--- src/axis_min_max_calibration_tracker_unit_defines.svh ---
// Assertion macros for the min/max calibration tracker.
`ifndef AXIS_MIN_MAX_CALIBRATION_TRACKER_UNIT_DEFINES_SVH
`define AXIS_MIN_MAX_CALIBRATION_TRACKER_UNIT_DEFINES_SVH

// Same-cycle implication, disabled in reset.
`define MMCT_ASSERT_NOW(label, clk, rst, ante, cons, msg) \
  label: assert property (@(posedge clk) disable iff (rst) (ante) |-> (cons)) else $error(msg);

// Next-cycle implication, disabled in reset.
`define MMCT_ASSERT_NEXT(label, clk, rst, ante, cons, msg) \
  label: assert property (@(posedge clk) disable iff (rst) (ante) |=> (cons)) else $error(msg);

`endif

--- src/mmct_pkg.sv ---
// Shared types and constants for the min/max calibration tracker.
package mmct_pkg;

  localparam int NUM_AXES = 3;
  localparam int SAMPLE_W = 16;
  localparam int RANGE_W  = 17;
  localparam int TIME_W   = 32;
  localparam int CFG_IDX_W  = 3;
  localparam int CFG_DATA_W = 32;

  localparam logic [TIME_W-1:0]          TIMEOUT_RESET  = 32'd20000;
  localparam logic signed [SAMPLE_W-1:0] SEED_MIN_RESET = 16'sh7FFF;
  localparam logic signed [SAMPLE_W-1:0] SEED_MAX_RESET = 16'sh8000;

  typedef enum logic [CFG_IDX_W-1:0] {
    REG_TIMEOUT    = 3'd0,
    REG_SEED_MIN_X = 3'd1,
    REG_SEED_MAX_X = 3'd2,
    REG_SEED_MIN_Y = 3'd3,
    REG_SEED_MAX_Y = 3'd4,
    REG_SEED_MIN_Z = 3'd5,
    REG_SEED_MAX_Z = 3'd6
  } reg_idx_t;

  typedef logic signed [SAMPLE_W-1:0] sample_t;
  typedef logic signed [RANGE_W-1:0]  wide_t;

  // Registered input request.
  typedef struct packed {
    logic                start_req;
    sample_t             raw_x;
    sample_t             raw_y;
    sample_t             raw_z;
    logic [TIME_W-1:0]   now_ms;
  } in_req_t;

endpackage

--- src/axis_min_max_calibration_tracker_unit.sv ---
// Three-axis min/max hard-iron calibration tracker, top level.
// Request path: input register, then bound update, then result register.
// Throughput: one request per cycle unless a held result (out_ready low) stalls the input.
// Reset (rst, sync, active high): timeout 20000, seeds and bounds at +32767/-32768,
// last change time 0, not finished, both pipeline registers empty.
`include "axis_min_max_calibration_tracker_unit_defines.svh"
module axis_min_max_calibration_tracker_unit
  import mmct_pkg::*;
(
  input  logic                         clk,
  input  logic                         rst,
  // input channel
  input  logic                         in_valid,
  output logic                         in_ready,
  input  logic                         start_req,
  input  logic signed [SAMPLE_W-1:0]   raw_x,
  input  logic signed [SAMPLE_W-1:0]   raw_y,
  input  logic signed [SAMPLE_W-1:0]   raw_z,
  input  logic [TIME_W-1:0]            now_ms,
  // result channel
  output logic                         out_valid,
  input  logic                         out_ready,
  output logic                         done_res,
  output logic                         changed,
  output logic signed [SAMPLE_W-1:0]   offset_x,
  output logic signed [SAMPLE_W-1:0]   offset_y,
  output logic signed [SAMPLE_W-1:0]   offset_z,
  output logic signed [RANGE_W-1:0]    range_x,
  output logic signed [RANGE_W-1:0]    range_y,
  output logic signed [RANGE_W-1:0]    range_z,
  // configuration write port
  input  logic                         cfg_we,
  input  logic [CFG_IDX_W-1:0]         cfg_index,
  input  logic [CFG_DATA_W-1:0]        cfg_data
);

  // ---------------------------------------------------------------
  // Configuration registers
  // ---------------------------------------------------------------
  logic [TIME_W-1:0] timeout_ms;
  sample_t           seed_min [NUM_AXES];
  sample_t           seed_max [NUM_AXES];

  always_ff @(posedge clk) begin
    if (rst) begin
      timeout_ms <= TIMEOUT_RESET;
      for (int a = 0; a < NUM_AXES; a++) begin
        seed_min[a] <= SEED_MIN_RESET;
        seed_max[a] <= SEED_MAX_RESET;
      end
    end else if (cfg_we) begin
      unique case (reg_idx_t'(cfg_index))
        REG_TIMEOUT:    timeout_ms  <= cfg_data[TIME_W-1:0];
        REG_SEED_MIN_X: seed_min[0] <= cfg_data[SAMPLE_W-1:0];
        REG_SEED_MAX_X: seed_max[0] <= cfg_data[SAMPLE_W-1:0];
        REG_SEED_MIN_Y: seed_min[1] <= cfg_data[SAMPLE_W-1:0];
        REG_SEED_MAX_Y: seed_max[1] <= cfg_data[SAMPLE_W-1:0];
        REG_SEED_MIN_Z: seed_min[2] <= cfg_data[SAMPLE_W-1:0];
        REG_SEED_MAX_Z: seed_max[2] <= cfg_data[SAMPLE_W-1:0];
        default: ;  // unused index, dropped
      endcase
    end
  end

  // ---------------------------------------------------------------
  // Pipeline handshake: input register -> update -> result register.
  // The update stage fires whenever the result register is free or
  // being drained, so while that holds a new request is taken every cycle.
  // ---------------------------------------------------------------
  logic    in_vld_q;
  in_req_t in_q;
  logic    adv;       // update stage moves a request into the result reg
  logic    fire;      // a real request is processed this cycle

  assign adv      = !out_valid || out_ready;
  assign in_ready = !in_vld_q || adv;
  assign fire     = in_vld_q && adv;

  always_ff @(posedge clk) begin
    if (rst) begin
      in_vld_q <= 1'b0;
    end else if (in_ready) begin
      in_vld_q <= in_valid;
    end
    if (in_valid && in_ready) begin
      in_q <= '{start_req: start_req, raw_x: raw_x, raw_y: raw_y,
                raw_z: raw_z, now_ms: now_ms};
    end
  end

  // ---------------------------------------------------------------
  // Tracker state
  // ---------------------------------------------------------------
  sample_t           axis_min [NUM_AXES];
  sample_t           axis_max [NUM_AXES];
  logic [TIME_W-1:0] last_change_ms;
  logic              finished;

  sample_t           axis_min_next [NUM_AXES];
  sample_t           axis_max_next [NUM_AXES];
  logic [TIME_W-1:0] last_change_ms_next;
  logic              finished_next;
  logic              widened;

  // effective state after an optional start reload
  sample_t           base_min [NUM_AXES];
  sample_t           base_max [NUM_AXES];
  logic [TIME_W-1:0] base_last;
  logic              base_fin;
  sample_t           smp [NUM_AXES];
  logic [TIME_W-1:0] elapsed;

  assign smp[0] = in_q.raw_x;
  assign smp[1] = in_q.raw_y;
  assign smp[2] = in_q.raw_z;

  always_comb begin
    base_last = in_q.start_req ? '0   : last_change_ms;
    base_fin  = in_q.start_req ? 1'b0 : finished;
    widened   = 1'b0;
    for (int a = 0; a < NUM_AXES; a++) begin
      base_min[a]      = in_q.start_req ? seed_min[a] : axis_min[a];
      base_max[a]      = in_q.start_req ? seed_max[a] : axis_max[a];
      axis_min_next[a] = base_min[a];
      axis_max_next[a] = base_max[a];
      if (!base_fin) begin
        if (smp[a] < base_min[a]) begin
          axis_min_next[a] = smp[a];
          widened          = 1'b1;
        end
        if (smp[a] > base_max[a]) begin
          axis_max_next[a] = smp[a];
          widened          = 1'b1;
        end
      end
    end
    last_change_ms_next = (!base_fin && widened) ? in_q.now_ms : base_last;
    // modulo 2^32 elapsed time since last widening
    elapsed       = in_q.now_ms - last_change_ms_next;
    finished_next = base_fin || (elapsed > timeout_ms);
  end

  always_ff @(posedge clk) begin
    if (rst) begin
      for (int a = 0; a < NUM_AXES; a++) begin
        axis_min[a] <= SEED_MIN_RESET;
        axis_max[a] <= SEED_MAX_RESET;
      end
      last_change_ms <= '0;
      finished       <= 1'b0;
    end else if (fire) begin
      for (int a = 0; a < NUM_AXES; a++) begin
        axis_min[a] <= axis_min_next[a];
        axis_max[a] <= axis_max_next[a];
      end
      last_change_ms <= last_change_ms_next;
      finished       <= finished_next;
    end
  end

  // ---------------------------------------------------------------
  // Offsets and ranges from the updated bounds
  // ---------------------------------------------------------------
  wide_t   sum_w  [NUM_AXES];
  wide_t   sum_adj[NUM_AXES];
  wide_t   half_w [NUM_AXES];
  wide_t   rng_w  [NUM_AXES];

  always_comb begin
    for (int a = 0; a < NUM_AXES; a++) begin
      sum_w[a]   = wide_t'(axis_max_next[a]) + wide_t'(axis_min_next[a]);
      // add one to negative sums so the shift truncates toward zero
      sum_adj[a] = sum_w[a] + wide_t'({{(RANGE_W-1){1'b0}}, sum_w[a][RANGE_W-1]});
      half_w[a]  = sum_adj[a] >>> 1;
      rng_w[a]   = wide_t'(axis_max_next[a]) - wide_t'(axis_min_next[a]);
    end
  end

  // ---------------------------------------------------------------
  // Result register
  // ---------------------------------------------------------------
  always_ff @(posedge clk) begin
    if (rst) begin
      out_valid <= 1'b0;
    end else if (adv) begin
      out_valid <= in_vld_q;
    end
    if (fire) begin
      done_res <= finished_next;
      changed  <= widened;
      offset_x <= half_w[0][SAMPLE_W-1:0];
      offset_y <= half_w[1][SAMPLE_W-1:0];
      offset_z <= half_w[2][SAMPLE_W-1:0];
      range_x  <= rng_w[0];
      range_y  <= rng_w[1];
      range_z  <= rng_w[2];
    end
  end

  // ---------------------------------------------------------------
  // Assertions
  // ---------------------------------------------------------------
  // a widening sample restarts the timer, so it can never end calibration
  `MMCT_ASSERT_NOW(a_changed_not_done, clk, rst, out_valid && changed, !done_res,
    "widened request reported as done")
  // once finished, a request without start gives done and no change
  `MMCT_ASSERT_NEXT(a_done_sticky, clk, rst, fire && finished && !in_q.start_req,
    out_valid && done_res && !changed, "finished tracker changed or cleared done")
  // bounds are frozen after the end until a start request
  `MMCT_ASSERT_NEXT(a_bounds_frozen, clk, rst, finished && !(fire && in_q.start_req),
    $stable(axis_min[0]) && $stable(axis_max[0]) && $stable(axis_min[1]) &&
    $stable(axis_max[1]) && $stable(axis_min[2]) && $stable(axis_max[2]),
    "bounds moved after calibration ended")

endmodule

--- config.mk ---
export PLATFORM = sky130hd
export DESIGN_NAME = axis_min_max_calibration_tracker_unit
export DESIGN_NICKNAME = d
export VERILOG_FILES = /design/src/mmct_pkg.sv /design/src/axis_min_max_calibration_tracker_unit.sv
export VERILOG_INCLUDE_DIRS = /design/src /design/src/src
export SDC_FILE = /design/constraint.sdc
export NUM_CORES = 1
export LEC_CHECK = 0
export ABC_CLOCK_PERIOD_IN_PS = 18000
export BUFFER_PORTS_ARGS = -buffer_cell sky130_fd_sc_hd__buf_4
export CAP_MARGIN = 20
export CORE_MARGIN = 10
export CORE_UTILIZATION = 40
export CTS_CLUSTER_DIAMETER = 200
export DETAILED_ROUTE_END_ITERATION = 8
export GPL_ROUTABILITY_DRIVEN = 0
export HOLD_SLACK_MARGIN = 0.03
export PLACE_DENSITY_LB_ADDON = 0.25
export REMOVE_ABC_BUFFERS = 1
export SLEW_MARGIN = 20
export SYNTH_ARGS = -nofsm -noshare
export SYNTH_HDL_FRONTEND = slang
export SYNTH_SLANG_ARGS = --single-unit
export TNS_END_PERCENT = 100
--- constraint.sdc ---
create_clock -name clk -period 18 [get_ports clk]
set_clock_uncertainty 0.1 [all_clocks]
set_input_delay 0.9 -clock clk [delete_from_list [all_inputs] [get_ports clk]]
set_output_delay 0.9 -clock clk [all_outputs]
set_load 0.1 [all_outputs]
# [After elaboration in Yosys (flattened, before gate mapping)]
# Memory sizes are Yosys's and may differ from the RTL's.
# Index checks and enable logic that the tools add are counted.
[classes] add_sub_neg=10 n_lt_le_gt_ge=7 n_eq_ne=6 muxes=71 bitwise=12 n_reduce_logical=11
[ops] operator="two-way mux 16 bit" n=30
[ops] operator="two-way mux 32 bit" n=2
[ops] operator="adder 16 x 16 -> 17 bit" n=3
[ops] operator="adder 17 x 2 -> 17 bit" n=3
[ops] operator="subtractor 16 x 16 -> 17 bit" n=3
[ops] operator="> comparator 16 bit" n=3
[ops] operator="< comparator 16 bit" n=3
[ops] operator="two-way mux 1 bit" n=39
[ops] operator="> comparator 32 bit" n=1
[ops] operator="subtractor 32 bit" n=1
[ops] operator="OR 1 bit" n=12
[ops] operator="equality test 3 bit, second input constant" n=3
[ops] operator="equality test 3 x 2 -> 1 bit, second input constant" n=2
[ops] operator="equality test 3 x 1 -> 1 bit, second input constant" n=1
[ops] operator="logical AND 1 bit" n=3
[ops] operator="logical NOT 1 bit" n=3
[ops] operator="logical NOT 3 bit" n=1
[ops] operator="logical OR 1 bit" n=3
[ops] operator="AND reduction 2 bit" n=1
[totals] regBits=249 ramBits=192 inputBits=121 output_inout_bits=103 elab_cells=139 memories=4
[mem_list] name="axis_max" words=3 width=16 rd=3 rd_ports_with_merged_regs=0 write_ports=3 line="axis_min_max_calibration_tracker_unit.sv:95" text="sample_t axis_max [NUM_AXES];"
[mem_list] name="axis_min" words=3 width=16 rd=3 rd_ports_with_merged_regs=0 write_ports=3 line="axis_min_max_calibration_tracker_unit.sv:94" text="sample_t axis_min [NUM_AXES];"
[mem_list] name="seed_max" words=3 width=16 rd=3 rd_ports_with_merged_regs=0 write_ports=3 line="axis_min_max_calibration_tracker_unit.sv:42" text="sample_t seed_max [NUM_AXES];"
[mem_list] name="seed_min" words=3 width=16 rd=3 rd_ports_with_merged_regs=0 write_ports=3 line="axis_min_max_calibration_tracker_unit.sv:41" text="sample_t seed_min [NUM_AXES];"

# [Depth between registers and ports, before layout]
# Gate-level depths: netlist of run 1.
[logic_depth] ltp_word=16 ltp_mapped=43 depth_no_buf=38

# [Worst setup path after synthesis of run 1]
# OpenSTA, ideal clock, no wires.
[synth_path] kind="reg-to-reg" start="register in_q[80] in the netlist's numbering" end="register finished" setup_ps=117 arrival_ps=8404 t_required_ps=17783 slack_ps=9379 path_stages_with_launch=43 n_path_buf=7 synth_period_minus_slack_ps=8621 path_cell_list="edfxtp_1 buf_2 buf_2 buf_1 buf_1 mux2i_1 ha_1 a21o_1 a2111oi_0 o22ai_1 a211oi_2 a211oi_1 or4b_1 clkbuf_1 clkbuf_1 clkbuf_1 a21oi_1 ha_1 (+7 left out) a221o_1 a21oi_1 o21a_1 mux2_1 nand3_1 ha_1 a21o_1 a21oi_1 nor2b_1 o21ai_0 nand2b_1 a21oi_1 nor2b_1 o21ai_0 nand2_1 o22ai_1 nand2_1 a22o_1"
[synth_between] elab_chain_len=16 word_cells_on_any_way=29 cone_classes="1 x add/sub; 7 x order compare; 18 x mux; 3 x reduce/logical"
[synth_rtl] element="start, declared" line="axis_min_max_calibration_tracker_unit.sv:71" text="in_req_t in_q;"
[synth_rtl] element="start signal, assigned" line="axis_min_max_calibration_tracker_unit.sv:86" text="in_q <= '{start_req: start_req, raw_x: raw_x, raw_y: raw_y,"
[synth_rtl] element="two-way mux 16 bit" line="axis_min_max_calibration_tracker_unit.sv:122" text="base_min[a] = in_q.start_req ? seed_min[a] : axis_min[a];"
[synth_rtl] element="< comparator 16 bit" line="axis_min_max_calibration_tracker_unit.sv:127" text="if (smp[a] < base_min[a]) begin"
[synth_rtl] element="two-way mux 1 bit" line="axis_min_max_calibration_tracker_unit.sv:127"
[synth_rtl] element="two-way mux 1 bit" line="axis_min_max_calibration_tracker_unit.sv:131" text="if (smp[a] > base_max[a]) begin"
[synth_rtl] element="two-way mux 1 bit" line="axis_min_max_calibration_tracker_unit.sv:126" text="if (!base_fin) begin"
[synth_rtl] element="two-way mux 1 bit" line="axis_min_max_calibration_tracker_unit.sv:127"
[synth_rtl] element="two-way mux 1 bit" line="axis_min_max_calibration_tracker_unit.sv:131"
[synth_rtl] element="two-way mux 1 bit" line="axis_min_max_calibration_tracker_unit.sv:126"
[synth_rtl] element="two-way mux 1 bit" line="axis_min_max_calibration_tracker_unit.sv:127"
[synth_rtl] element="two-way mux 1 bit" line="axis_min_max_calibration_tracker_unit.sv:131"
[synth_rtl] element="two-way mux 1 bit" line="axis_min_max_calibration_tracker_unit.sv:126"
[synth_rtl] element="logical AND 1 bit" line="axis_min_max_calibration_tracker_unit.sv:137" text="last_change_ms_next = (!base_fin && widened) ? in_q.now_ms : base_last;"
[synth_rtl] element="two-way mux 32 bit" line="axis_min_max_calibration_tracker_unit.sv:137"
[synth_rtl] element="subtractor 32 bit" line="axis_min_max_calibration_tracker_unit.sv:139" text="elapsed = in_q.now_ms - last_change_ms_next;"
[synth_rtl] element="> comparator 32 bit" line="axis_min_max_calibration_tracker_unit.sv:140" text="finished_next = base_fin || (elapsed > timeout_ms);"
[synth_rtl] element="logical OR 1 bit *" line="axis_min_max_calibration_tracker_unit.sv:140"
[synth_rtl] element="named net finished_next" line="axis_min_max_calibration_tracker_unit.sv:102" text="logic finished_next;"
[synth_rtl] element="end signal, assigned" line="axis_min_max_calibration_tracker_unit.sv:157" text="finished <= finished_next;"
[synth_rtl] element="end, declared" line="axis_min_max_calibration_tracker_unit.sv:97" text="logic finished;"
# The timed path passes the listed nets; every way through them passes the cells marked *.
# A chain may end at the register's enable or synchronous reset.

# [Worst setup path in the final report of run 1]
# Ends and elaborated chain as after synthesis.

==> run summary, run 1 <==
Synth cell types - 88
share of layout cells above drive strength 1 - 0.1507
final hold vios - 0
Post-synth EDFFs - 374
routed via count - 19.84k
share of the synthesized area in the top cell type - 0.4145
ys async rst share - 0
RSZ-0062 raised after global routing - false
Residual DRC - 0
CTS tree - yes
kind of critical path - reg -> reg
status - finished clean
Syn. warnings - 0
Syn Inst Count - 2566
Initial Util - 0.4035
cell repeated most along the worst path - a21oi_1
CTS Root Cell - clkbuf_16
CP Capture Point - finished
CTS Buf Count - 50
#FFs+latches synth - 441
highest clock rate - 107.2 MHz
Avg Synthesized Cell Area - 10.56 sq um
Worst Path Arrival - 9.72 ns
IO Count - 224
Post-Syn Area - 27100 sq um
Site Rows - 95
Main synth FF type - edfxtp_1
largest net degree at the start of global routing - 132
Synth area leaders - edfxtp_1 41%, ha_1 12%, dfxtp_1 4.9%
Worst setup EP type - register
most frequent cells in the layout - 374 x edfxtp_1, 255 x ha_1, 239 x buf_4, 214 x a21oi_1, 198 x inv_1
reg-to-reg slack, setup - 8.67 ns
nets - 3138
Slew Viols, Final - 0
CP max stage delay - 0.67 ns
Avg WL per Cell - 19.96 um
Setup TNS Final - 0 ns
y dimension of the die - 280.3 um
Peak VDD IR - 0.00008088 V
RR Startpoint - in_q[80]
first-pass GRT wire length - 112300 um
leakage - 12.58 nW
die area - 78550 sq um
H-Tree Depth - 2
CTS Sinks - 441
Total Routing Usage GR - 0.1822
hold buffers post-CTS - 0
CTS resizes - 0
worst slew pin tran - 1.047 ns
port bufs - 223
Clock Path Buffers - 3
dpl hpwl - 54500 um
area grow syn2layout - 15.47%
Final min period - 9.329 ns
fraction of the cycle the final worst path needs - 0.5183
MaxCap Viol Count - 0
Yosys top cell by area - edfxtp_1
CORE AREA - 67160 sq um
Min-Delay Path Class - reg -> reg
CTS clk-pin slew, worst paths - 0.07 ns
vias in the first global route - 19.60k
CP Data Required Time - 18.40 ns
CP startpoint kind - register
Crit-path slowest cell - a211oi_2
via/cell ratio - 5.408
post-CTS setup buffers - 0
pwr dens - 125.4 nW/um^2
Rel. slew slack - 0.2839
router iterations before antenna repair - 5
# fillers - 6152
total grt overflow - 0
CP Launch Point - in_q[80]
initial antenna violation count - 2
total power draw - 3.922 mW
reg2reg end - finished
crit path max fanout - 131
Die W - 280.3 um
Skew-Pair Late Insertion Delay - 0.60 ns
DRT iter0 DRCs - 1414
final setup fails - 0
Detail Route Antenna Nets - 0
DRT Wirelength - 73230 um
FF-to-FF path depth - 38
most common cell after layout, fill and taps aside - edfxtp_1
register area share after synthesis - 0.4640
## cell type report
cell class                 instances  area [sq um]  share of cell area
clock inverter                    33         306.5            0.009797
multi-input combinational       1822         13420              0.4290
clock buffer                      58          1324             0.04231
antenna                            2         5.005           0.0001599
timing repair buffer             240          1814             0.05798
tap                              873          1092             0.03491
inverter                         200         752.0             0.02403
sequential                       441         12570              0.4018
## sequential cells by signal, indices dropped and copies added, names as in the netlist, 32 cells and up
name            flops
axis_max           48
seed_max           48
in_q               81
timeout_ms         32
seed_min           48
last_change_ms     32
axis_min           48
## stage by stage
step           hold WS [ns]  instances  utilization  worst slack (ns)  cell area (sq um)
2_1_floorplan        0.3303       2463            -             5.471              26710
3_3_place_gp         0.3456       3575       0.4414             8.898              29640
3_5_place_dp         0.3496       3575       0.4414             8.761              29640
4_1_cts              0.3358       3666       0.4657             8.737              31280
5_1_grt              0.3428       3668       0.4659             7.855              31290
6_report             0.3534       3669       0.4659             8.671              31290
## logic make-up after synthesis
kind of cell / share of synthesized area
and+or+nand+nor: 0.1286
buffers and inverters: 0.04216
xor gates and xnor gates: 0.04687
AOI/OAI and AO/OA: 0.1312
adders and majority gates: 0.1229
DFF: 0.4640
muxes: 0.06427
## critical path: cells and delay by family, from the launching register on
| family | cells | cell delay [ns] |
|---|---|---|
| adder cells (fa/ha/maj) | 3 | 0.81 |
| multiplexers | 2 | 0.64 |
| buffers and inverters | 2 | 1.18 |
| AO/OA/AOI/OAI | 21 | 4.83 |
| AND/OR/NAND/NOR | 10 | 1.10 |
| flip-flops | 1 | 0.37 |
## synthesized netlist by cell type, drive strengths merged (6+ instances only)
cell type and number:
or3 10, a21o 40, xnor2 101, a31oi 12
fa 7, buf 17, nand3 24, and3 16
o22ai 6, xor2 44, a211o 12, o31ai 17
nand2b 42, a21oi 215, nor3b 37, nor2b 33
o21bai 24, edfxtp 374, nor2 182, nand4 31
a2111oi 8, dfxtp 67, mux2 69, o41ai 6
a31o 7, mux2i 96, o211ai 12, o21ai 82
inv 199, nor3 35, o21a 18, or2 6
a211oi 36, nand2 191, nor4 9, clkbuf 86
ha 255, and2 68, a221oi 9
## metal layers
layer  global-route usage  up-vias  wire length, um
met5                    0        -               11
met4              0.05489        2             2072
met3              0.03267      119             4215
met2               0.3066      565            34880
met1               0.2350     9505            32050
li1                     -     9652                -
## where the power goes
part | switching (mW) | internal, mW
sequential | 0.0485 | 1.27
clock | 0.432 | 0.599
combinational | 1.05 | 0.526
## worst min-delay path by stage
| stage | end | start | slack [ns] | cells past startpoint |
|---|---|---|---|---|
| after floorplan | timeout_ms[12] | timeout_ms[12] | 0.33 | 2 |
| after global placement | timeout_ms[3] | timeout_ms[3] | 0.35 | 2 |
| after detailed placement | timeout_ms[21] | timeout_ms[21] | 0.35 | 2 |
| after CTS | in_q[55] | raw_y[7] | 0.34 | 1 |
| after global routing | in_q[29] | now_ms[29] | 0.34 | 1 |
| final | timeout_ms[21] | timeout_ms[21] | 0.35 | 2 |
(Power assumes the default switching activity.)
==> inputs of run 2 (changes only) <==
--- a/config.mk
+++ b/config.mk
@@ -6,7 +6,7 @@
 export SDC_FILE = /design/constraint.sdc
 export NUM_CORES = 1
 export LEC_CHECK = 0
-export ABC_CLOCK_PERIOD_IN_PS = 18000
+export ABC_CLOCK_PERIOD_IN_PS = 8150
 export BUFFER_PORTS_ARGS = -buffer_cell sky130_fd_sc_hd__buf_4
 export CAP_MARGIN = 20
 export CORE_MARGIN = 10
==> constraint.sdc (replaced) <==
create_clock -name clk -period 8.15 [get_ports clk]
set_clock_uncertainty 0.1 [all_clocks]
set_input_delay 0.4075 -clock clk [delete_from_list [all_inputs] [get_ports clk]]
set_output_delay 0.4075 -clock clk [all_outputs]
set_load 0.1 [all_outputs]
==> run summary, run 2 (synthesis gave the netlist of run 1 again) <==
total power draw - 8.939 mW (+130%)
Skew-Pair Late Insertion Delay - 0.61 ns (about the same)
Worst Path Arrival - 8.08 ns (-1.64 ns)
routed via count - 20.54k (+3.5%)
dpl hpwl - 56220 um (+3.1%)
FF-to-FF path depth - 39 (+2.6%)
port bufs - 223 (unchanged)
CORE AREA - 67160 sq um (unchanged)
Peak VDD IR - 0.0001917 V (+140%)
Int Pwr - 5.489 mW (+130%)
router iterations before antenna repair - 6 (+1)
Avg WL per Cell - 19.82 um (-0.71%)
Clk network pwr share - 0.271 (+0.008)
Largest register FFs - 81 (unchanged)
pre-CTS WS - 0.008170 ns (-8.752 ns)
Detail Route Antenna Nets - 0 (unchanged)
final hold vios - 0 (unchanged)
Clock Path Buffers - 3 (unchanged)
crit path max fanout - 13 (-90%)
Min-Delay Path Class - in -> reg
Crit-path slowest cell - or4b_4
P_sw - 3.451 mW (+130%)
Rel. slew slack - 0.2805 (-0.003381)
worst slew pin tran - 1.052 ns (+0.004945 ns)
combinational power share - 0.404 (+0.002)
CTS tree - yes
met1 GRT Util - 0.2373 (+0.002285)
CTS Buf Count - 52 (+4.0%)
most frequent cells in the layout - 374 x edfxtp_1, 296 x buf_4, 255 x ha_1, 210 x a21oi_1, 198 x inv_1
H-Tree Depth - 2 (unchanged)
via/cell ratio - 5.330 (-1.4%)
area grow syn2layout - 22.68%
part of the power in registers - 0.325 (-0.010)
IO Count - 224 (unchanged)
highest clock rate - 130.1 MHz (+21%)
Residual DRC - 0 (unchanged)
initial antenna violation count - 2 (unchanged)
vias in the first global route - 20.41k (+4.1%)
kind of critical path - reg -> reg
DRT iter0 DRCs - 1417 (+0.21%)
largest register by flop count - in_q
Final min period - 7.685 ns (-1.644 ns)
Total Routing Usage GR - 0.1881 (+0.005943)
CTS Sinks - 441 (unchanged)
met3 usage - 0.04057 (+0.007898)
Initial Util - 0.4035 (unchanged)
reg2reg end - finished
nets - 3320 (+5.8%)
Hold EP - timeout_ms[8]
largest net degree at the start of global routing - 89 (-33%)
CP max stage delay - 0.53 ns (-0.14 ns)
pwr dens - 268.9 nW/um^2 (+110%)
most common cell after layout, fill and taps aside - edfxtp_1
Site Rows - 95 (unchanged)
MaxCap Viol Count - 0 (unchanged)
status - finished clean
fin util - 0.4950 (+0.02908)
cell repeated most along the worst path - a21oi_1
Die W - 280.3 um (unchanged)
first-pass GRT wire length - 115400 um (+2.8%)
final setup fails - 0 (unchanged)
share of layout cells above drive strength 1 - 0.1699 (+0.01918)
total grt overflow - 0 (unchanged)
die area - 78550 sq um (unchanged)
fraction of the cycle the final worst path needs - 0.9429 (+0.4246)
y dimension of the die - 280.3 um (unchanged)
reg-to-reg slack, setup - 0.47 ns (-8.21 ns)
CP Data Required Time - 8.55 ns (-9.85 ns)
switch share - 0.3860 (-0.004467)
Slew Viols, Final - 0 (unchanged)
busiest metal layer after global routing - met2
hold slack - 0.1314 ns (-0.2221 ns)
CTS Root Cell - clkbuf_16
RR Startpoint - in_q[80]
leakage - 13.48 nW (+7.1%)
Worst Hold Path Cells - 2 (unchanged)
CP startpoint kind - register
CTS clk-pin slew, worst paths - 0.06 ns (about the same)
Worst setup EP type - register
DRT Wirelength - 76370 um (+4.3%)
min-delay src - rst
Final Worst Setup Slack - 0.4652 ns (-8.206 ns)
GR Layer Usage met2 - 0.3165 (+0.009904)
run 2: changes by cell type in the layout (fill, tap and decap cells not counted), moves of 3 or more:
| cell | previous run | this run |
|---|---|---|
| dlygate4sd3_1 | 0 | 115 |
| clkbuf_8 | 0 | 3 |
| a21oi_2 | 1 | 5 |
| clkinv_1 | 10 | 6 |
| o21ai_1 | 7 | 12 |
| buf_4 | 239 | 296 |
| clkinvlp_4 | 3 | 8 |
| o21ai_0 | 74 | 69 |
| a21oi_1 | 214 | 210 |
| inv_6 | 3 | 0 |
| clkbuf_1 | 6 | 9 |
| clkbuf_16 | 52 | 56 |
run 2: area by class of cell:
class / instances / area, sq um
Inverter: 200 / 752.0
Fill cell: 6032 / 33920
Antenna cell: 2 / 5.005
Clock inverter: 31 / 357.8
Timing Repair Buffer: 420 / 3566
Clock buffer: 65 / 1401
Tap cell: 873 / 1092
Multi-Input combinational cell: 1822 / 13500
Sequential cell: 441 / 12570
run 2: how the worst max path moves through the flow:
| stage | startpoint | to | slack, ns | cells after the start |
|---|---|---|---|---|
| floorplan | in_q[80] | finished | -4.38 | 32 |
| global placement | in_q[80] | finished | 0.05 | 37 |
| detailed placement | in_q[80] | finished | 0.008 | 36 |
| global route | in_q[80] | finished | -0.03 | 40 |
| CTS | in_q[80] | finished | 0.11 | 38 |
| finish | in_q[80] | finished | 0.47 | 39 |
run 2: stage by stage:
| step | instance area, sq um | std cells | setup TNS [ns] |
|---|---|---|---|
| floorplan | 26710 | 2463 | -596.72 |
| global placement | 30090 | 3631 | 0 |
| detailed placement | 30090 | 3631 | 0 |
| CTS | 33010 | 3842 | 0 |
| global route | 33240 | 3852 | -0.02920 |
| finish | 33240 | 3854 | 0 |
run 2: power groups by stage:
stage	Combinational (mW)	Sequential, mW	Clock (mW)
after CTS	3.60	2.91	2.48
after floorplan	1.90	3.72	0
after global routing	3.93	2.92	2.57
after detailed placement	3.53	2.95	0
after global placement	3.48	2.95	0
final	3.61	2.90	2.42
run 2: timing repair:
item	in CTS	in global routing
endpoints found under the setup margin	1	5
hold buffers	115	0
cloned	0	3
resized for setup	1	28
endpoints found under the hold margin	115	0
buffers inserted	0	7
pin swaps	0	8
run 2: critical path: cells and delay by family (launching register included):
kind / cells / cell delay [ns]
AOI/OAI and AO/OA: 21 / 3.50
and+or+nand+nor: 7 / 1.19
adders and majority gates: 4 / 1.18
buffers and inverters: 5 / 0.79
DFF: 1 / 0.48
muxes: 1 / 0.15
xor gates and xnor gates: 1 / 0.14
run 2: per-layer routing:
layer / routed length, um / vias to the layer above
met2: 36230 / 589
met5: 23 / -
met3: 4791 / 139
met1: 32930 / 9814
li1: - / 9997
met4: 2402 / 4
==> inputs of run 3 (changes only) <==
--- a/config.mk
+++ b/config.mk
@@ -9,6 +9,7 @@
 export ABC_CLOCK_PERIOD_IN_PS = 8150
 export BUFFER_PORTS_ARGS = -buffer_cell sky130_fd_sc_hd__buf_4
 export CAP_MARGIN = 20
+export CORE_ASPECT_RATIO = 1.1
 export CORE_MARGIN = 10
 export CORE_UTILIZATION = 40
 export CTS_CLUSTER_DIAMETER = 200
==> run summary, run 3 (synthesis gave the netlist of run 1 again) <==
final hold vios - 0 (unchanged)
cell repeated most along the worst path - ha_1
Detail Route Antenna Nets - 0 (unchanged)
reg2reg end - finished
area grow syn2layout - 23.08%
switch share - 0.3875 (+0.001488)
Initial Util - 0.4018 (-0.001684)
final std cells w/o fill - 3859 (+0.13%)
placed instance count - 3639 (+0.22%)
CTS clk-pin slew, worst paths - 0.06 ns (about the same)
Clk network pwr share - 0.268 (-0.003)
Peak VDD IR - 0.0001978 V (+3.2%)
fraction of the cycle the final worst path needs - 0.9552 (+0.01226)
CTS Sinks - 441 (unchanged)
via/cell ratio - 5.333 (about the same)
kind of critical path - reg -> reg
Rel. slew slack - 0.3040 (+0.02351)
CP Data Required Time - 8.54 ns (about the same)
total grt overflow - 0 (unchanged)
Int Pwr - 5.478 mW (-0.20%)
port bufs - 223 (unchanged)
Residual DRC - 0 (unchanged)
pwr dens - 268.1 nW/um^2 (-0.28%)
H-Tree Depth - 2 (unchanged)
RR Startpoint - in_q[80]
Avg WL per Cell - 19.89 um (+0.40%)
Clock Path Buffers - 3 (unchanged)
vias in the first global route - 20.98k (+2.8%)
P_sw - 3.465 mW (+0.43%)
Skew-Pair Late Insertion Delay - 0.61 ns (about the same)
Site Rows - 100 (+5.3%)
router iterations before antenna repair - 5 (-1)
combinational power share - 0.407 (+0.003)
first-pass GRT wire length - 118800 um (+2.9%)
DRT Wirelength - 76770 um (+0.53%)
most frequent cells in the layout - 374 x edfxtp_1, 308 x buf_4, 255 x ha_1, 210 x a21oi_1, 198 x inv_1
crit path max fanout - 59 (+46)
CP Launch Point - in_q[80]
CORE AREA - 67440 sq um (+0.42%)
FF-to-FF path depth - 33 (-15%)
worst slew pin tran - 1.018 ns (-0.03437 ns)
CTS Root Cell - clkbuf_16
most common cell after layout, fill and taps aside - edfxtp_1
highest clock rate - 128.5 MHz (-1.3%)
Total Routing Usage GR - 0.1918 (+0.003648)
final setup fails - 0 (unchanged)
die area - 78570 sq um (about the same)
MaxCap Viol Count - 0 (unchanged)
status - finished clean
CP max stage delay - 0.57 ns (+0.04 ns)
IO Count - 224 (unchanged)
DRT iter0 DRCs - 1259 (-11%)
reg-to-reg slack, setup - 0.37 ns (-0.10 ns)
Setup TNS Final - 0 ns (unchanged)
y dimension of the die - 293.0 um (+4.5%)
Crit-path slowest cell - or4b_4
part of the power in registers - 0.325 (about the same)
Min-Delay Path Class - in -> reg
initial antenna violation count - 1 (-1)
largest register by flop count - in_q
nets - 3330 (+0.30%)
leakage - 13.54 nW (+0.45%)
Worst Path Arrival - 8.18 ns (+0.10 ns)
CTS tree - yes
dpl hpwl - 56830 um (+1.1%)
CP startpoint kind - register
Worst setup EP type - register
CTS Buf Count - 50 (-3.8%)
largest net degree at the start of global routing - 168 (+89%)
Slew Viols, Final - 0 (unchanged)
Final min period - 7.785 ns (+0.09992 ns)
CP Capture Point - finished
Die W - 268.2 um (-4.3%)
Largest register FFs - 81 (unchanged)
routed via count - 20.58k (+0.18%)
share of layout cells above drive strength 1 - 0.1746 (+0.004785)
[run 3: per-stage QoR]
| stage | setup WS, ns | power [mW] | cell area [sq um] | hold WS [ns] | util |
|---|---|---|---|---|---|
| 2_1_floorplan | -4.379 | 5.616 | 26710 | 0.3303 | - |
| 3_3_place_gp | 0.05630 | 6.452 | 30220 | 0.3449 | 0.4481 |
| 3_5_place_dp | -0.06267 | 6.506 | 30220 | 0.3465 | 0.4481 |
| 4_1_cts | 0.02922 | 8.996 | 33150 | 0.2497 | 0.4915 |
| 5_1_grt | -0.03520 | 9.441 | 33340 | 0.2914 | 0.4944 |
| 6_report | 0.3653 | 8.943 | 33350 | 0.2961 | 0.4945 |
[run 3: repair_timing]
item / 4_1_cts / 5_1_grt
endpoints found under the setup margin: 2 / 10
setup buffers: 0 / 5
resized for setup: 1 / 33
hold buffers: 116 / 0
pin swaps: 1 / 11
hold endpoints to repair: 126 / 0
cloned: 1 / 1
[run 3: power by group through the flow]
stage | registers [mW] | logic (mW) | clock network [mW]
after floorplan | 3.72 | 1.90 | 0
after global placement | 2.96 | 3.50 | 0
after detailed placement | 2.95 | 3.55 | 0
after CTS | 2.91 | 3.63 | 2.46
after global routing | 2.93 | 3.97 | 2.54
final | 2.91 | 3.64 | 2.40
[run 3: layout make-up]
cell class	count	area [sq um]
multi-input cells	1822	13550
flip-flops and latches	441	12570
well taps	867	1085
clock buffers	60	1320
diodes	3	7.507
repair buffers	432	3654
fillers	6076	34090
clock inverters	34	412.9
inverters	200	752.0
[run 3: routing by layer]
| layer | global-route usage | up-vias | share of wire |
|---|---|---|---|
| met5 | 0 | - | 0 |
| met1 | 0.2412 | 9849 | 0.42 |
| met4 | 0.06341 | 0 | 0.030 |
| met2 | 0.3296 | 587 | 0.49 |
| met3 | 0.03052 | 115 | 0.056 |
| li1 | - | 10028 | - |
[run 3: worst min path at each step]
stage,startpoint,endpoint,slack (ns),cells after the start
6_report,cfg_index[0],seed_max[0][15],0.30,3
5_1_grt,cfg_index[0],seed_max[0][15],0.29,3
4_1_cts,cfg_index[0],seed_max[0][15],0.25,3
3_5_place_dp,timeout_ms[1],timeout_ms[1],0.35,2
3_3_place_gp,timeout_ms[6],timeout_ms[6],0.34,2
2_1_floorplan,timeout_ms[12],timeout_ms[12],0.33,2
[run 3: worst max-delay path, delay by kind of cell, from the launching register on]
kind | cells | cell delay, ns
compound gates | 12 | 2.35
buf+inv | 4 | 0.81
simple gates | 13 | 2.91
fa+ha+maj | 3 | 0.89
flops | 1 | 0.43
mux | 1 | 0.15
